**src/rtl/core/ptb_pkg.sv**
```systemverilog
// shared types, widths and constants for the polar table speed lookup
package ptb_pkg;

  // table geometry
  localparam int NUM_TYPES     = 8;
  localparam int ANGLE_ROWS    = 19;
  localparam int SPEED_COLS    = 7;
  localparam int TABLE_ENTRIES = ANGLE_ROWS * SPEED_COLS;

  // field widths
  localparam int TYPE_IN_W = 4;
  localparam int EIDX_W    = 8;
  localparam int EV_W      = 16;
  localparam int WS_W      = 14;
  localparam int ANG_W     = 16;
  localparam int OUT_W     = 18;

  // internal widths
  localparam int TYPE_W  = (NUM_TYPES > 1) ? $clog2(NUM_TYPES) : 1;
  localparam int ROW_W   = $clog2(ANGLE_ROWS + 1);
  localparam int COL_W   = 3;
  localparam int BANK_AW = TYPE_W + (ROW_W - 1) + (COL_W - 1);
  localparam int AW_W    = 10;
  localparam int SW_W    = 11;
  localparam int WSP_W   = 12;
  localparam int RV_W    = 28;
  localparam int ACC_W   = 38;
  localparam int PROD_W  = 52;

  // angle constants, 1/64 degree
  localparam int ROW_STEP  = 640;
  localparam int ROW_SH    = 7;
  localparam int HALF_TURN = 11520;
  localparam int FULL_FOLD = 2 * HALF_TURN;
  localparam int ANGLE_MAX = (ANGLE_ROWS - 1) * ROW_STEP;
  localparam int REC5A_K   = 205;
  localparam int REC5A_SH  = 10;

  // speed breakpoints, 1/256 m/s
  localparam int SPD_1   = 256;
  localparam int SPD_2   = 512;
  localparam int SPD_4   = 1024;
  localparam int SPD_8   = 2048;
  localparam int SPD_12  = 3072;
  localparam int SPD_16  = 4096;
  localparam int SPD_24  = 6144;
  localparam int SPD_ONE = 2048;

  // entry index split by seven
  localparam int REC7_K  = 2341;
  localparam int REC7_SH = 14;
  localparam int REC7_W  = 20;

  // final scaling: divide by 2^30 then by 5, floor, saturate
  localparam int SHIFT    = 30;
  localparam int X_W      = PROD_W - SHIFT;
  localparam int SAT_HI   = 655359;
  localparam int SAT_LO   = -655360;
  localparam int OFFS     = 655360;
  localparam int Y_W      = 21;
  localparam int DIV5_K   = 1677722;
  localparam int DIV5_SH  = 23;
  localparam int Q_W      = 2 * Y_W - DIV5_SH;
  localparam int OUT_BIAS = 131072;

  // pipeline depth
  localparam int STAGES = 8;

  typedef enum logic {
    OP_WRITE = 1'b0,
    OP_SPEED = 1'b1
  } ptb_op_t;

  // one input beat
  typedef struct packed {
    ptb_op_t                op;
    logic [TYPE_IN_W-1:0]   table_type;
    logic [EIDX_W-1:0]      entry_index;
    logic signed [EV_W-1:0] entry_value;
    logic [WS_W-1:0]        wind_speed;
    logic signed [ANG_W-1:0] wind_angle;
  } ptb_req_t;

  // after angle fold and speed segment
  typedef struct packed {
    ptb_op_t             op;
    logic                unk;
    logic [TYPE_W-1:0]   ttype;
    logic                wr_ok;
    logic [ROW_W-1:0]    wrow;
    logic [COL_W-1:0]    wcol;
    logic [EV_W-1:0]     wdata;
    logic [ANG_W-1:0]    ang;
    logic [COL_W-1:0]    col;
    logic [SW_W-1:0]     sw;
    logic [WS_W-1:0]     ws;
  } ptb_s1_t;

  // row, column and weights ready for table access
  typedef struct packed {
    ptb_op_t             op;
    logic                unk;
    logic [TYPE_W-1:0]   ttype;
    logic                wr_ok;
    logic [EV_W-1:0]     wdata;
    logic [ROW_W-1:0]    row;
    logic [COL_W-1:0]    col;
    logic [AW_W-1:0]     aw;
    logic [SW_W-1:0]     sw;
    logic [WS_W-1:0]     ws;
  } ptb_s2_t;

  // alongside the bank read data
  typedef struct packed {
    ptb_op_t             op;
    logic                unk;
    logic                rpar;
    logic                cpar;
    logic [AW_W-1:0]     aw;
    logic [SW_W-1:0]     sw;
    logic [WS_W-1:0]     ws;
  } ptb_s3_t;

endpackage

```
**src/rtl/core/ptb_front.sv**
```systemverilog
// front stages: angle fold, speed segment, write decode, row and angle weight
module ptb_front import ptb_pkg::*; (
  input  logic       clk,
  input  logic [1:0] stage_en,
  input  ptb_req_t   req,
  output ptb_s2_t    s2
);

  localparam logic signed [ANG_W:0] FOLD_ONE = (ANG_W+1)'(HALF_TURN);
  localparam logic signed [ANG_W:0] FOLD_TWO = (ANG_W+1)'(FULL_FOLD);

  ptb_s1_t s1_nxt, s1_r;
  ptb_s2_t s2_nxt, s2_r;

  logic signed [ANG_W:0]  ang_x;
  logic signed [ANG_W:0]  ang_f;
  logic [ANG_W-1:0]       ang_abs;
  logic [REC7_W-1:0]      m7;
  logic [EIDX_W-1:0]      wrow_full;
  logic [7:0]             ax;
  logic [ANG_W-1:0]       m5;
  logic [ANG_W-1:0]       arow;
  logic [ANG_W-1:0]       aw_full;

  // stage 1: fold angle, find speed segment, split the write index
  always_comb begin
    s1_nxt       = '0;
    s1_nxt.op    = req.op;
    s1_nxt.unk   = ({1'b0, req.table_type} >= (TYPE_IN_W+1)'(NUM_TYPES));
    s1_nxt.ttype = req.table_type[TYPE_W-1:0];
    s1_nxt.wdata = req.entry_value;
    s1_nxt.ws    = req.wind_speed;

    // angle fold to 0..180 degrees, then clamp to the last row
    ang_x = (ANG_W+1)'(req.wind_angle);
    if (ang_x > FOLD_TWO) begin
      ang_f = ang_x - FOLD_TWO;
    end else if (ang_x > FOLD_ONE) begin
      ang_f = ang_x - FOLD_ONE;
    end else begin
      ang_f = ang_x;
    end
    ang_abs = ang_f[ANG_W] ? ANG_W'(-ang_f) : ANG_W'(ang_f);
    s1_nxt.ang = (ang_abs > ANG_W'(ANGLE_MAX)) ? ANG_W'(ANGLE_MAX) : ang_abs;

    // speed segment and offset scaled to 1/2048
    if (req.wind_speed >= WS_W'(SPD_24)) begin
      s1_nxt.col = 3'd6;
      s1_nxt.sw  = '0;
    end else if (req.wind_speed >= WS_W'(SPD_16)) begin
      s1_nxt.col = 3'd5;
      s1_nxt.sw  = SW_W'(req.wind_speed - WS_W'(SPD_16));
    end else if (req.wind_speed >= WS_W'(SPD_12)) begin
      s1_nxt.col = 3'd4;
      s1_nxt.sw  = SW_W'((req.wind_speed - WS_W'(SPD_12)) << 1);
    end else if (req.wind_speed >= WS_W'(SPD_8)) begin
      s1_nxt.col = 3'd3;
      s1_nxt.sw  = SW_W'((req.wind_speed - WS_W'(SPD_8)) << 1);
    end else if (req.wind_speed >= WS_W'(SPD_4)) begin
      s1_nxt.col = 3'd2;
      s1_nxt.sw  = SW_W'((req.wind_speed - WS_W'(SPD_4)) << 1);
    end else if (req.wind_speed >= WS_W'(SPD_2)) begin
      s1_nxt.col = 3'd1;
      s1_nxt.sw  = SW_W'((req.wind_speed - WS_W'(SPD_2)) << 2);
    end else if (req.wind_speed >= WS_W'(SPD_1)) begin
      s1_nxt.col = 3'd0;
      s1_nxt.sw  = SW_W'((req.wind_speed - WS_W'(SPD_1)) << 3);
    end else begin
      s1_nxt.col = 3'd0;
      s1_nxt.sw  = '0;
    end

    // write index into row and column by reciprocal of seven
    m7          = REC7_W'(req.entry_index) * REC7_W'(REC7_K);
    wrow_full   = EIDX_W'(m7 >> REC7_SH);
    s1_nxt.wrow = wrow_full[ROW_W-1:0];
    s1_nxt.wcol = COL_W'(req.entry_index - wrow_full * EIDX_W'(SPEED_COLS));
    s1_nxt.wr_ok = (req.op == OP_WRITE) && !s1_nxt.unk &&
                   ({1'b0, req.entry_index} < (EIDX_W+1)'(TABLE_ENTRIES));
  end

  // stage 2: angle row and remainder, pick row and column for the access
  always_comb begin
    ax      = 8'(s1_r.ang >> ROW_SH);
    m5      = ANG_W'(ax) * ANG_W'(REC5A_K);
    arow    = m5 >> REC5A_SH;
    aw_full = s1_r.ang - arow * ANG_W'(ROW_STEP);

    s2_nxt       = '0;
    s2_nxt.op    = s1_r.op;
    s2_nxt.unk   = s1_r.unk;
    s2_nxt.ttype = s1_r.ttype;
    s2_nxt.wr_ok = s1_r.wr_ok;
    s2_nxt.wdata = s1_r.wdata;
    s2_nxt.aw    = AW_W'(aw_full);
    s2_nxt.sw    = s1_r.sw;
    s2_nxt.ws    = s1_r.ws;
    if (s1_r.op == OP_SPEED) begin
      s2_nxt.row = arow[ROW_W-1:0];
      s2_nxt.col = s1_r.col;
    end else begin
      s2_nxt.row = s1_r.wrow;
      s2_nxt.col = s1_r.wcol;
    end
  end

  // payload registers
  always_ff @(posedge clk) begin
    if (stage_en[0]) begin
      s1_r <= s1_nxt;
    end
    if (stage_en[1]) begin
      s2_r <= s2_nxt;
    end
  end

  assign s2 = s2_r;

endmodule

```
**config.mk**
```make
export PLATFORM = sky130hd
export DESIGN_NAME = ptb_front
export DESIGN_NICKNAME = d
export VERILOG_FILES = /design/src/rtl/core/ptb_pkg.sv /design/src/rtl/core/ptb_front.sv
export SDC_FILE = /design/constraint.sdc
export NUM_CORES = 1
export LEC_CHECK = 0
export BUFFER_PORTS_ARGS = -buffer_cell sky130_fd_sc_hd__buf_2
export CORE_MARGIN = 2
export CORE_UTILIZATION = 30
export CTS_CLUSTER_SIZE = 16
export DETAILED_ROUTE_END_ITERATION = 16
export RECOVER_POWER = 25
export SYNTH_ARGS = -nofsm -noshare
export SYNTH_HDL_FRONTEND = slang
export SYNTH_SLANG_ARGS = --single-unit
```
**constraint.sdc**
```tcl
create_clock -name clk -period 4.25 [get_ports clk]
set_clock_uncertainty 0.05 [all_clocks]
set_input_delay 0.425 -clock clk [delete_from_list [all_inputs] [get_ports clk]]
set_output_delay 0.425 -clock clk [all_outputs]
set_load 0.05 [all_outputs]
```
# Word level (Yosys, flattened, before mapping)
# Index checks and enable logic that the tools add are counted.
[op_classes] bitwise=1 n_reduce_logical=4 mul=4 n_mux=10 magnitude_cmp=12 addsub=11
[ops] operator="13-bit two-way mux" count=4
[ops] operator="17-bit two-way mux" count=2
[ops] operator="10-bit by 1-bit subtractor with 10-bit output (second input constant)" count=3
[ops] operator="14-bit by 12-bit >= comparator with 1-bit output (second input constant)" count=2
[ops] operator="14-bit by 13-bit >= comparator with 1-bit output (second input constant)" count=2
[ops] operator="8-bit by 12-bit multiplier with 20-bit output (second input constant)" count=1
[ops] operator="16-bit by 15-bit subtractor with 17-bit output (second input constant)" count=1
[ops] operator="16-bit by 16-bit subtractor with 17-bit output (second input constant)" count=1
[ops] operator="16-bit by 14-bit > comparator with 1-bit output (second input constant)" count=1
[ops] operator="16-bit by 15-bit > comparator with 1-bit output (second input constant)" count=1
[ops] operator="16-bit > comparator (second input constant)" count=1
[ops] operator="8-bit by 8-bit multiplier with 16-bit output (second input constant)" count=1
[ops] operator="16-bit two-way mux" count=1
[ops] operator="16-bit negator" count=1
[ops] operator="14-bit by 10-bit >= comparator with 1-bit output (second input constant)" count=1
[ops] operator="14-bit by 11-bit >= comparator with 1-bit output (second input constant)" count=1
[ops] operator="14-bit by 9-bit >= comparator with 1-bit output (second input constant)" count=1
[ops] operator="6-bit by 3-bit multiplier with 3-bit output (second input constant)" count=2
[ops] operator="12-bit two-way mux" count=1
[ops] operator="11-bit two-way mux" count=1
[ops] operator="11-bit by 1-bit subtractor with 11-bit output (second input constant)" count=1
[ops] operator="10-bit subtractor" count=1
[ops] operator="9-bit by 1-bit subtractor with 9-bit output (second input constant)" count=1
[ops] operator="8-bit less-than comparator (second input constant)" count=1
[ops] operator="other kinds (8)" count=9
[totals] in_bits=62 output_inout_bits=65 regBits=138

# Depth between registers and ports, before layout
# Gate-level depths: netlist (run 1).
[depth] depth_word=7 depth_mapped=19

# Least setup slack after synthesis (run 1)
# Ideal clock, no wire load.
[synth_timing] kind="reg2reg" from="register s1_r, in the netlist ax[1]" to="register s2_r, in the netlist s2[34] (data pin)" t_required_ns=3.942 synth_period_minus_slack_ns=4.628 setup_slack_ns=-0.378 path_stages_with_launch=20 setup_ns=0.258 arrival_time_ns=4.321 path_buffers=0 cell_sequence="edfxtp_1 > ha_1 > inv_1 > fa_1 > inv_1 > fa_1 > inv_1 > fa_1 > inv_1 > ha_1 > nor3_1 > nor2_1 > and2_1 > xor2_1 > ha_1 > inv_1 > fa_1 > xnor2_1 > xnor2_1 > xnor2_1"
[synth_via] elab_chain_len=3
[synth_rtl] element="from (decl)" line="ptb_front.sv:12" rtl="ptb_s1_t s1_nxt, s1_r;"
[synth_rtl] element="from (signal assigned)" line="ptb_front.sv:110" rtl="s1_r <= s1_nxt;"
[synth_rtl] element="8-bit by 8-bit multiplier with 16-bit output" line="ptb_front.sv:85" rtl="m5 = ANG_W'(ax) * ANG_W'(REC5A_K);"
[synth_rtl] element="6-bit by 3-bit multiplier with 3-bit output" line="ptb_front.sv:87" rtl="aw_full = s1_r.ang - arow * ANG_W'(ROW_STEP);"
[synth_rtl] element="10-bit subtractor *" line="ptb_front.sv:87"
[synth_rtl] element="named net aw_full[9]" line="ptb_front.sv:23" rtl="logic [ANG_W-1:0] aw_full;"
[synth_rtl] element="to (signal assigned)" line="ptb_front.sv:113" rtl="s2_r <= s2_nxt;"
[synth_rtl] element="to (decl)" line="ptb_front.sv:13" rtl="ptb_s2_t s2_nxt, s2_r;"
# The timed path passes the listed nets; every way through them passes the cells marked *.
# A chain may end at the register's enable or synchronous reset.

# Worst setup path after layout (run 1)
[layout_timing] from="register s1_r, in the netlist ax[5]" to="register s2_r, in the netlist s2[34] (data pin)"
[layout_via] elab_chain_len=3
[layout_rtl] element="8-bit by 8-bit multiplier with 16-bit output" line="ptb_front.sv:85"
[layout_rtl] element="6-bit by 3-bit multiplier with 3-bit output" line="ptb_front.sv:87"
[layout_rtl] element="10-bit subtractor" line="ptb_front.sv:87"
[layout_rtl] element="named net aw_full[9]" line="ptb_front.sv:23"
# The timed path passes the listed nets, and every way through them passes these cells.

==> run_results.csv, run 1 <==
group,metric,value,unit
synthesis,syn-instance-count,649,
final_layout,fill_cells,2580,
run_status,failed_checks,"setup timing",
detailed_routing,vias,5387,
synthesis,synth_cell_types,67,
final_layout,final_util,0.380,
timing,rsz0062_at_grt,"true",
timing,hold_ws,121,ps
place,hpwlAfterDp,11.8,mm
floorplanning,row_count,60,
pwr,p_leak,4.30,nW
clock_network,cts_tree,"yes",
timing,worst_slack,-248,ps
detailed_routing,drc,0,
timing,hold_viol,0,
synthesis,synth-seq-area-share,0.509,
global_route,grt_pass1_wl,26.1,mm
final_layout,fin_cells,1178,
detailed_routing,viasPerCell,4.57,
detailed_routing,drtPass1Iterations,4,
worst_setup_path,startpoint_type,"register",
detailed_routing,drtIter0Drc,249,
job,max_cap_viol_count,0,
floorplanning,dieArea,28500,sq um
clock_network,clock-sinks,138,
worst_setup_path,criticalPathCategory,"reg -> reg",
pwr,power_density,627,nW/um^2
clock_network,cts_hold_buf,0,
clock_network,h-tree-depth,4,
hold_path,hp-class,"in -> reg",
global_route,grt-ovfl-total,0,
synthesis,synth_flop_cell,"edfxtp_1",
place,dpl.cell_count,1138,
worst_setup_path,cp-end-kind,"register",
worst_setup_path,cp_max_fo,2,
synthesis,ys_ff_latch,138,
place,globalplace.congestion,0.839,
synthesis,synthMostInstantiatedCell,"edfxtp_1",
timing,final.period_utilization,1.06,
detailed_routing,wl_per_cell,13.5,um
synthesis,yosys_warnings,0,
floorplanning,die_w,169,um
final_layout,drive_gt1_frac,0.299,
global_route,grt_max_degree,74,
floorplanning,ioPinCount,127,
timing,fin_crit,4500,ps
final_layout,synthToLayoutAreaGrowth,25.1,%
synthesis,synthesis.area,8150,sq um
synthesis,syn_area_per_cell,12.6,sq um
synthesis,synthTopCellsByCount,"138 x edfxtp_1, 90 x ha_1, 69 x inv_1, 46 x nor2_1, 36 x nand2_1",
floorplanning,initial_utilization,0.304,
place,port_buffers,126,
synthesis,synth_top_area_frac,0.509,
timing,slew_violations,0,
clock_network,clk_pin_slew,70,ps
floorplanning,core_area,26800,sq um
detailed_routing,finalWirelength,15.9,mm
floorplanning,die_y,169,um
timing,tightest_slew,953,ps
timing,setup_violations,1,
worst_setup_path,required,4370,ps
global_route,antenna_found_initial,0,
clock_network,cts_buffers,17,
final_layout,antenna_cells,0,
run_status,status,"finished, violations left",
synthesis,synth_nets,821,
global_route,grtUsageTotal,0.115,
pwr,ir_drop,0.388,mV
synthesis,async_flop_share,0,
global_route,first_global_vias,5361,
worst_setup_path,critical_path_arrival,4620,ps
synthesis,synth_area_leader_cell,"edfxtp_1",
final_layout,final_net_count,996,
timing,fmax,222,MHz
worst_setup_path,r2r_cells,19,
hold_path,whs_path_depth,1,
clock_network,worstSkewPairLatency,420,ps
clock_network,root_buffer,"clkbuf_16",
synthesis,synthTopCellsByArea,"edfxtp_1 51%, ha_1 14%, fa_1 4.9%",
timing,max_slew_margin,0.365,
synthesis,synth_edf_count,138,
detailed_routing,ant_nets,0,
clock_network,clock_path_buffers,2,
[sequential cells by signal, indices dropped and copies added (netlist names)]
signal,count
ax,8
s1_r,65
s2,65
[final timing paths]
kind              startpoint       end  slack [ps]
setup / recovery       ax[5]    s2[34]        -250
hold / removal       req[34]  s1_r[48]         120
setup reg to reg       ax[5]    s2[34]        -250
hold reg to reg      s1_r[2]     s2[2]         370
[cell families after synthesis]
kind of cell,Yosys count,synth area share
AOI/OAI and AO/OA,120,0.114
xor gates and xnor gates,43,0.0462
adders and majority gates,110,0.187
buffers and inverters,88,0.0450
DFF,138,0.509
muxes,8,0.0106
other,1,0.000460
and+or+nand+nor,141,0.0878
[per-layer routing]
layer	vias up	global-route usage	wire, um
li1	2717	-	-
met1	2531	0.140	7190
met2	118	0.200	7850
met3	21	0.0243	658
met4	0	0.0420	246
met5	-	0	0
[final cells by class]
class | count | area, sq um | area share
Inverter | 69 | 259 | 0.0254
Timing Repair Buffer | 175 | 993 | 0.0974
Sequential cell | 138 | 4140 | 0.406
Multi-Input combinational cell | 423 | 3770 | 0.370
Tap cell | 341 | 427 | 0.0419
Clock inverter | 15 | 176 | 0.0173
Clock buffer | 17 | 425 | 0.0417
[placed cells by master, fill, tap and decap left out, types with 5 or more instances in the layout]
| master | n |
|---|---|
| a211o_1 | 5 |
| a211oi_1 | 5 |
| a21o_1 | 10 |
| a21oi_1 | 19 |
| a21oi_2 | 12 |
| a221oi_1 | 5 |
| a31oi_1 | 5 |
| buf_2 | 110 |
| buf_4 | 47 |
| clkbuf_1 | 15 |
| clkbuf_16 | 17 |
| edfxtp_1 | 138 |
| fa_1 | 18 |
| ha_1 | 86 |
| inv_1 | 65 |
| inv_6 | 5 |
| nand2_1 | 36 |
| nand3_1 | 6 |
| nor2_1 | 44 |
| nor3_1 | 13 |
| o21ai_0 | 16 |
| xnor2_1 | 27 |
| xnor2_2 | 5 |
| xor2_1 | 10 |
[worst max-delay path, cell delays in order, from the launching register on]
cell      delay (ps)
edfxtp_1         450
ha_4             310
inv_2             30
fa_1             520
inv_1             50
fa_1             490
inv_1             50
fa_1             490
inv_2             50
ha_4             160
nor3_2           170
o21ai_1          110
and2_4           170
xor2_2           170
ha_2             200
inv_2             40
fa_2             350
xnor2_2          150
xnor2_1          190
xnor2_1           80
[timing repair]
action / in CTS / in global routing
setup endpoints to repair: 3 / 6
resized for setup: 9 / 18
pin swaps: 12 / 10
setup buffers: 6 / 4
[through the flow]
stage | instance area, sq um | setup WS [ps] | power [mW] | TNS (ps)
after floorplan | 8170 | -298 | 3.63 | -298
after global placement | 9430 | -323 | 4.36 | -656
after detailed placement | 9430 | -378 | 4.39 | -909
after CTS | 10100 | -205 | 6.17 | -205
after global routing | 10200 | -437 | 6.84 | -766
final | 10200 | -248 | 6.39 | -248
[where the power goes]
part | switching, mW | internal, mW | leakage [nW]
Clock | 0.636 | 0.841 | 0.293
Combinational | 1.58 | 1.49 | 2.66
Sequential | 0.0508 | 1.79 | 1.35
Total | 2.27 | 4.12 | 4.30
Power figures use the tool's default switching activity.
==> run 2: changes to the inputs <==
==> constraint.sdc (replaced) <==
create_clock -name clk -period 4.05 [get_ports clk]
set_clock_uncertainty 0.05 [all_clocks]
set_input_delay 0.405 -clock clk [delete_from_list [all_inputs] [get_ports clk]]
set_output_delay 0.405 -clock clk [all_outputs]
set_load 0.05 [all_outputs]
==> run 2 against run 1 <==
Effect of this change:
- the flow still finishes with violations (setup timing)
- critical path type unchanged
- count of clock-buffer cells in the layout is 1 higher
- first-iteration DRC count is 39% higher
- fmax is 0.47% lower
- critical path depth stayed put
- non-clock buffer count is 6 lower
- via count is 1.5% higher
- cell count is 0.51% lower
- cell area is 0.38% lower
- worst hold slack worse by 9.9 ps
==> run_results.csv, run 2 (synthesis results as in run 1) <==
group,metric,value,unit
pwr,power_density,632,nW/um^2
floorplanning,die_y,169,um
final_layout,final_common_cell,"edfxtp_1",
worst_setup_path,criticalPathCategory,"reg -> reg",
final_layout,design_area,10200,sq um
job,max_cap_viol_count,0,
timing,max_slew_margin,0.359,
global_route,grt_pass1_wl,26.6,mm
detailed_routing,vias,5468,
pwr,p_int,4.09,mW
pwr,pwr-share-clk,0.236,
clock_network,cts_hold_buf,0,
hold_path,whs_path_depth,1,
timing,fmax,221,MHz
floorplanning,core_area,26800,sq um
final_layout,final_cell_mix,"138 x edfxtp_1, 108 x buf_2, 86 x ha_1, 63 x inv_1, 45 x nor2_1",
global_route,grtUsageTotal,0.116,
detailed_routing,drtIter0Drc,345,
worst_setup_path,cp_common_cell,"inv_2",
hold_path,hp-class,"in -> reg",
pwr,ir_drop,0.406,mV
pwr,sw_frac_of_total,0.363,
floorplanning,initial_utilization,0.304,
floorplanning,row_count,60,
clock_network,clock-sinks,138,
detailed_routing,ant_nets,0,
worst_setup_path,startpoint_type,"register",
run_status,failed_checks,"setup timing",
clock_network,worstSkewPairLatency,420,ps
detailed_routing,finalWirelength,16.4,mm
timing,rsz0062_at_grt,"true",
worst_setup_path,cp_max_fo,2,
place,hpwlAfterDp,12.1,mm
detailed_routing,drc,0,
place,dpl.cell_count,1138,
final_layout,final_net_count,990,
timing,hold_ws,111,ps
worst_setup_path,max_stage_delay,540,ps
worst_setup_path,critical_path_arrival,4650,ps
clock_network,clk_pin_slew,70,ps
clock_network,h-tree-depth,4,
worst_setup_path,required,4180,ps
timing,slew_violations,0,
place,placed_area,9470,sq um
timing,setup_violations,5,
clock_network,clock_path_buffers,2,
global_route,grt-ovfl-total,0,
floorplanning,dieArea,28500,sq um
pwr,p_seq_frac,0.300,
pwr,p_comb_frac,0.464,
detailed_routing,wl_per_cell,14.0,um
final_layout,fill_cells,2588,
floorplanning,ioPinCount,127,
run_status,status,"finished, violations left",
final_layout,antenna_cells,0,
worst_setup_path,r2r_start,"ax[5]",
place,globalplace.congestion,0.823,
timing,worst_slack,-469,ps
clock_network,cts_tree,"yes",
timing,fin_crit,4520,ps
worst_setup_path,r2r_cells,19,
timing,tightest_slew,961,ps
worst_setup_path,worstPathCellList,"ha_4 -> inv_2 -> fa_1 -> inv_2 -> fa_1 -> inv_1 -> fa_1 -> inv_2 -> ha_4 -> nor3_2 -> o21ai_1 -> and2_4 -> xor2_2 -> ha_2 -> inv_2 -> fa_2 -> xnor2_2 -> xnor2_1 -> xnor2_1",
clock_network,cts_buffers,17,
detailed_routing,viasPerCell,4.67,
place,port_buffers,126,
worst_setup_path,reg2reg_slack,-470,ps
pwr,p_leak,4.26,nW
final_layout,synthToLayoutAreaGrowth,24.6,%
global_route,first_global_vias,5363,
final_layout,fin_cells,1172,
hold_path,whs_endpoint,"s1_r[47]",
worst_setup_path,regToRegEndpoint,"s2[34]",
timing,final.period_utilization,1.12,
timing,tns,-920,ps
global_route,antenna_found_initial,0,
clock_network,root_buffer,"clkbuf_16",
final_layout,drive_gt1_frac,0.295,
pwr,p_sw,2.33,mW
hold_path,min_from,"req[33]",
timing,hold_viol,0,
place,pre_cts_ws,-606,ps
worst_setup_path,cpMaxStageDelayCell,"fa_1",
detailed_routing,drtPass1Iterations,4,
worst_setup_path,cp-end-kind,"register",
floorplanning,die_w,169,um
global_route,grt_max_degree,74,
## run 2: cell count changes in the layout (fill, tap and decap cells not counted), moves of 2 or more
cell and change:
buf_4 -4, inv_2 +2, inv_1 -2, clkinv_8 -2, buf_2 -2, buf_6 -2
## run 2: power groups by stage
stage	sequential (mW)	combinational [mW]	clock, mW
6_report	1.93	2.98	1.51
5_1_grt	1.94	3.30	1.62
4_1_cts	1.93	3.07	1.56
3_5_place_dp	1.96	2.69	0
3_3_place_gp	1.95	2.66	0
2_1_floorplan	2.25	1.57	0
## run 2: layer usage
layer	GRT usage	up-vias	share of wire
li1	-	2699	-
met1	0.144	2627	0.45
met2	0.205	123	0.51
met3	0.0231	19	0.036
met4	0.0364	0	0.011
met5	0	-	0
## run 2: worst max path at each step
stage | from | cells after the start | slack (ps) | end
finish | ax[5] | 19 | -470 | s2[34]
detailed placement | ax[5] | 19 | -610 | s2[34]
floorplan | ax[6] | 19 | -490 | s2[34]
global route | ax[5] | 19 | -610 | s2[34]
global placement | ax[5] | 19 | -480 | s2[34]
CTS | ax[6] | 19 | -440 | s2[34]
## run 2: layout make-up
type                       count  area (sq um)  share of cell area
clock inverter                14           151              0.0149
timing repair buffer         169           966              0.0951
multi-input combinational    423          3780               0.372
clock buffer                  18           429              0.0423
inverter                      69           259              0.0255
tap                          341           427              0.0420
sequential                   138          4140               0.408
## run 2: what timing repair did
action | 4_1_cts | 5_1_grt
buffers inserted | 6 | 1
endpoints found under the setup margin | 6 | 9
gates resized for setup | 13 | 15
pin swaps | 9 | 27
## run 2: stage by stage
step | utilization | total power, mW
after floorplan | - | 3.82
after global placement | 0.353 | 4.61
after detailed placement | 0.353 | 4.65
after CTS | 0.378 | 6.56
after global routing | 0.379 | 6.86
final | 0.379 | 6.42
## run 2: critical path: cells and delay by family (launching register included)
kind	cells	cell delay, ps
xor+xnor	4	590
fa+ha+maj	7	2550
simple gates	2	320
buf+inv	5	220
flops	1	430
compound gates	1	110
==> run 3: changes to the inputs <==
==> constraint.sdc (replaced) <==
create_clock -name clk -period 4.05 [get_ports clk]
set_clock_uncertainty 0.05 [all_clocks]
set_input_delay 0.2025 -clock clk [delete_from_list [all_inputs] [get_ports clk]]
set_output_delay 0.2025 -clock clk [all_outputs]
set_load 0.05 [all_outputs]
==> run 3 against run 2 <==
Effect of this change:
- the flow still finishes with violations (setup timing)
- first-iteration DRC count fell by 45%
- cell area rose by 2.5%
- count of clock-buffer cells in the layout fell by 1
- register-to-register slack improved by 60 ps
- clock power barely moved
- setup slack improved by 59 ps
- critical path type unchanged
- largest power group unchanged
- highest routed layer unchanged
==> run_results.csv, run 3 (synthesis results as in run 1) <==
group,metric,value,unit
place,globalplace.congestion,0.845,
final_layout,design_area,10400,sq um
global_route,grtUsageTotal,0.117,
floorplanning,die_y,169,um
floorplanning,row_count,60,
global_route,first_global_vias,5480,
final_layout,synthToLayoutAreaGrowth,27.7,%
timing,hold_ws,127,ps
final_layout,multi_input_area,3780,sq um
detailed_routing,ant_nets,0,
final_layout,antenna_cells,0,
pwr,sw_frac_of_total,0.361,
worst_setup_path,r2r_start,"ax[5]",
hold_path,hp-class,"in -> reg",
final_layout,drive_gt1_frac,0.283,
clock_network,cts_buffers,17,
clock_network,root_buffer,"clkbuf_16",
final_layout,regArea,4140,sq um
pwr,p_sw,2.29,mW
floorplanning,initial_utilization,0.304,
global_route,grt-ovfl-total,0,
timing,final.period_utilization,1.10,
worst_setup_path,max_stage_delay,520,ps
floorplanning,dieArea,28500,sq um
clock_network,cts_tree,"yes",
timing,max_slew_margin,0.360,
timing,fmax,224,MHz
run_status,failed_checks,"setup timing",
job,max_cap_viol_count,0,
worst_setup_path,startpoint_type,"register",
worst_setup_path,cpMaxStageDelayCell,"fa_1",
final_layout,final_net_count,1017,
timing,setup_violations,3,
floorplanning,core_area,26800,sq um
pwr,p_comb_frac,0.458,
global_route,antenna_found_initial,0,
worst_setup_path,worstPathCellList,"ha_4 -> inv_2 -> fa_1 -> inv_1 -> fa_1 -> inv_1 -> fa_1 -> inv_2 -> ha_4 -> nor3_2 -> nor2_2 -> and2_4 -> xor2_2 -> ha_2 -> inv_2 -> fa_2 -> xnor2_2 -> xnor2_1 -> xnor2_1",
worst_setup_path,cp-end-kind,"register",
detailed_routing,finalWirelength,16.1,mm
worst_setup_path,cp_num_buf_inv,5,
pwr,p_leak,4.38,nW
final_layout,final_common_cell,"edfxtp_1",
worst_setup_path,crit_family,"adder cells",
timing,rsz0062_at_grt,"true",
pwr,pwr-share-clk,0.237,
clock_network,worstSkewPairLatency,420,ps
detailed_routing,wl_per_cell,13.4,um
clock_network,clock-sinks,138,
final_layout,final_cell_mix,"138 x edfxtp_1, 114 x buf_2, 86 x ha_1, 65 x inv_1, 45 x nor2_1",
clock_network,clock_path_buffers,2,
worst_setup_path,cp-startpoint,"ax[5]",
detailed_routing,vias,5474,
clock_network,h-tree-depth,4,
hold_path,min_from,"req[27]",
global_route,grt_max_degree,74,
timing,tightest_slew,960,ps
worst_setup_path,required,4160,ps
worst_setup_path,criticalPathCategory,"reg -> reg",
pwr,p_seq_frac,0.304,
place,port_buffers,126,
floorplanning,ioPinCount,127,
timing,hold_viol,0,
place,hpwlAfterDp,11.9,mm
detailed_routing,drtPass1Iterations,4,
worst_setup_path,critical_path_arrival,4570,ps
final_layout,fill_cells,2572,
timing,worst_slack,-410,ps
run_status,status,"finished, violations left",
timing,slew_violations,0,
detailed_routing,viasPerCell,4.57,
detailed_routing,drtIter0Drc,191,
pwr,ir_drop,0.303,mV
floorplanning,die_w,169,um
pwr,p_int,4.04,mW
worst_setup_path,cp_max_fo,2,
clock_network,clk_pin_slew,60,ps
pwr,power_density,609,nW/um^2
final_layout,final_util,0.388,
detailed_routing,drc,0,
place,placed_area,9420,sq um
timing,fin_crit,4460,ps
global_route,grt_pass1_wl,26.8,mm
## run 3: cell count changes in the layout (fill, tap and decap cells not counted), moves of 2 or more
cell and delta:
clkbuf_1 -5, inv_2 -2, buf_2 +6, dlygate4sd3_1 +29, inv_1 +2
## run 3: power groups by stage
stage | clock, mW | combinational [mW] | sequential, mW
5_1_grt | 1.61 | 3.27 | 1.95
3_5_place_dp | 0 | 2.63 | 1.96
3_3_place_gp | 0 | 2.60 | 1.95
2_1_floorplan | 0 | 1.56 | 2.25
6_report | 1.50 | 2.90 | 1.93
4_1_cts | 1.55 | 2.77 | 1.93
## run 3: through the flow
stage               setup slack [ps]  total power, mW  instances  setup TNS, ps
floorplan                       -491             3.82        649           -637
global placement                -498             4.56       1135          -1410
detailed placement              -542             4.58       1135          -1550
CTS                             -436             6.25       1197           -821
global route                    -608             6.83       1199          -1180
finish                          -410             6.33       1199           -481
## run 3: timing repair
item                                   in CTS  in global routing
resized for setup                           3                 20
hold buffers                               29                  0
setup buffers                               1                  4
setup endpoints to repair                   6                  8
endpoints found under the hold margin      29                  0
pin swaps                                   5                  9
## run 3: path summary, 6_finish.rpt
kind,to,slack (ps),cells past startpoint
worst max-delay path,s2[34],-410,19
worst min-delay path,s1_r[11],130,1
worst max register to register,s2[34],-410,19
worst min register to register,s2[9],370,0
## run 3: metal layers
layer / part of all wire / global-route usage
met1: 0.45 / 0.145
met2: 0.51 / 0.206
met3: 0.034 / 0.0220
met4: 0.011 / 0.0356
met5: 0 / 0
## run 3: area by class of cell
cell class / instances / share of cell area
clock buffer: 17 / 0.0409
clock inverter: 15 / 0.0153
inverter: 69 / 0.0249
multi-input combinational: 423 / 0.363
sequential: 138 / 0.398
tap: 341 / 0.0410
timing repair buffer: 196 / 0.117
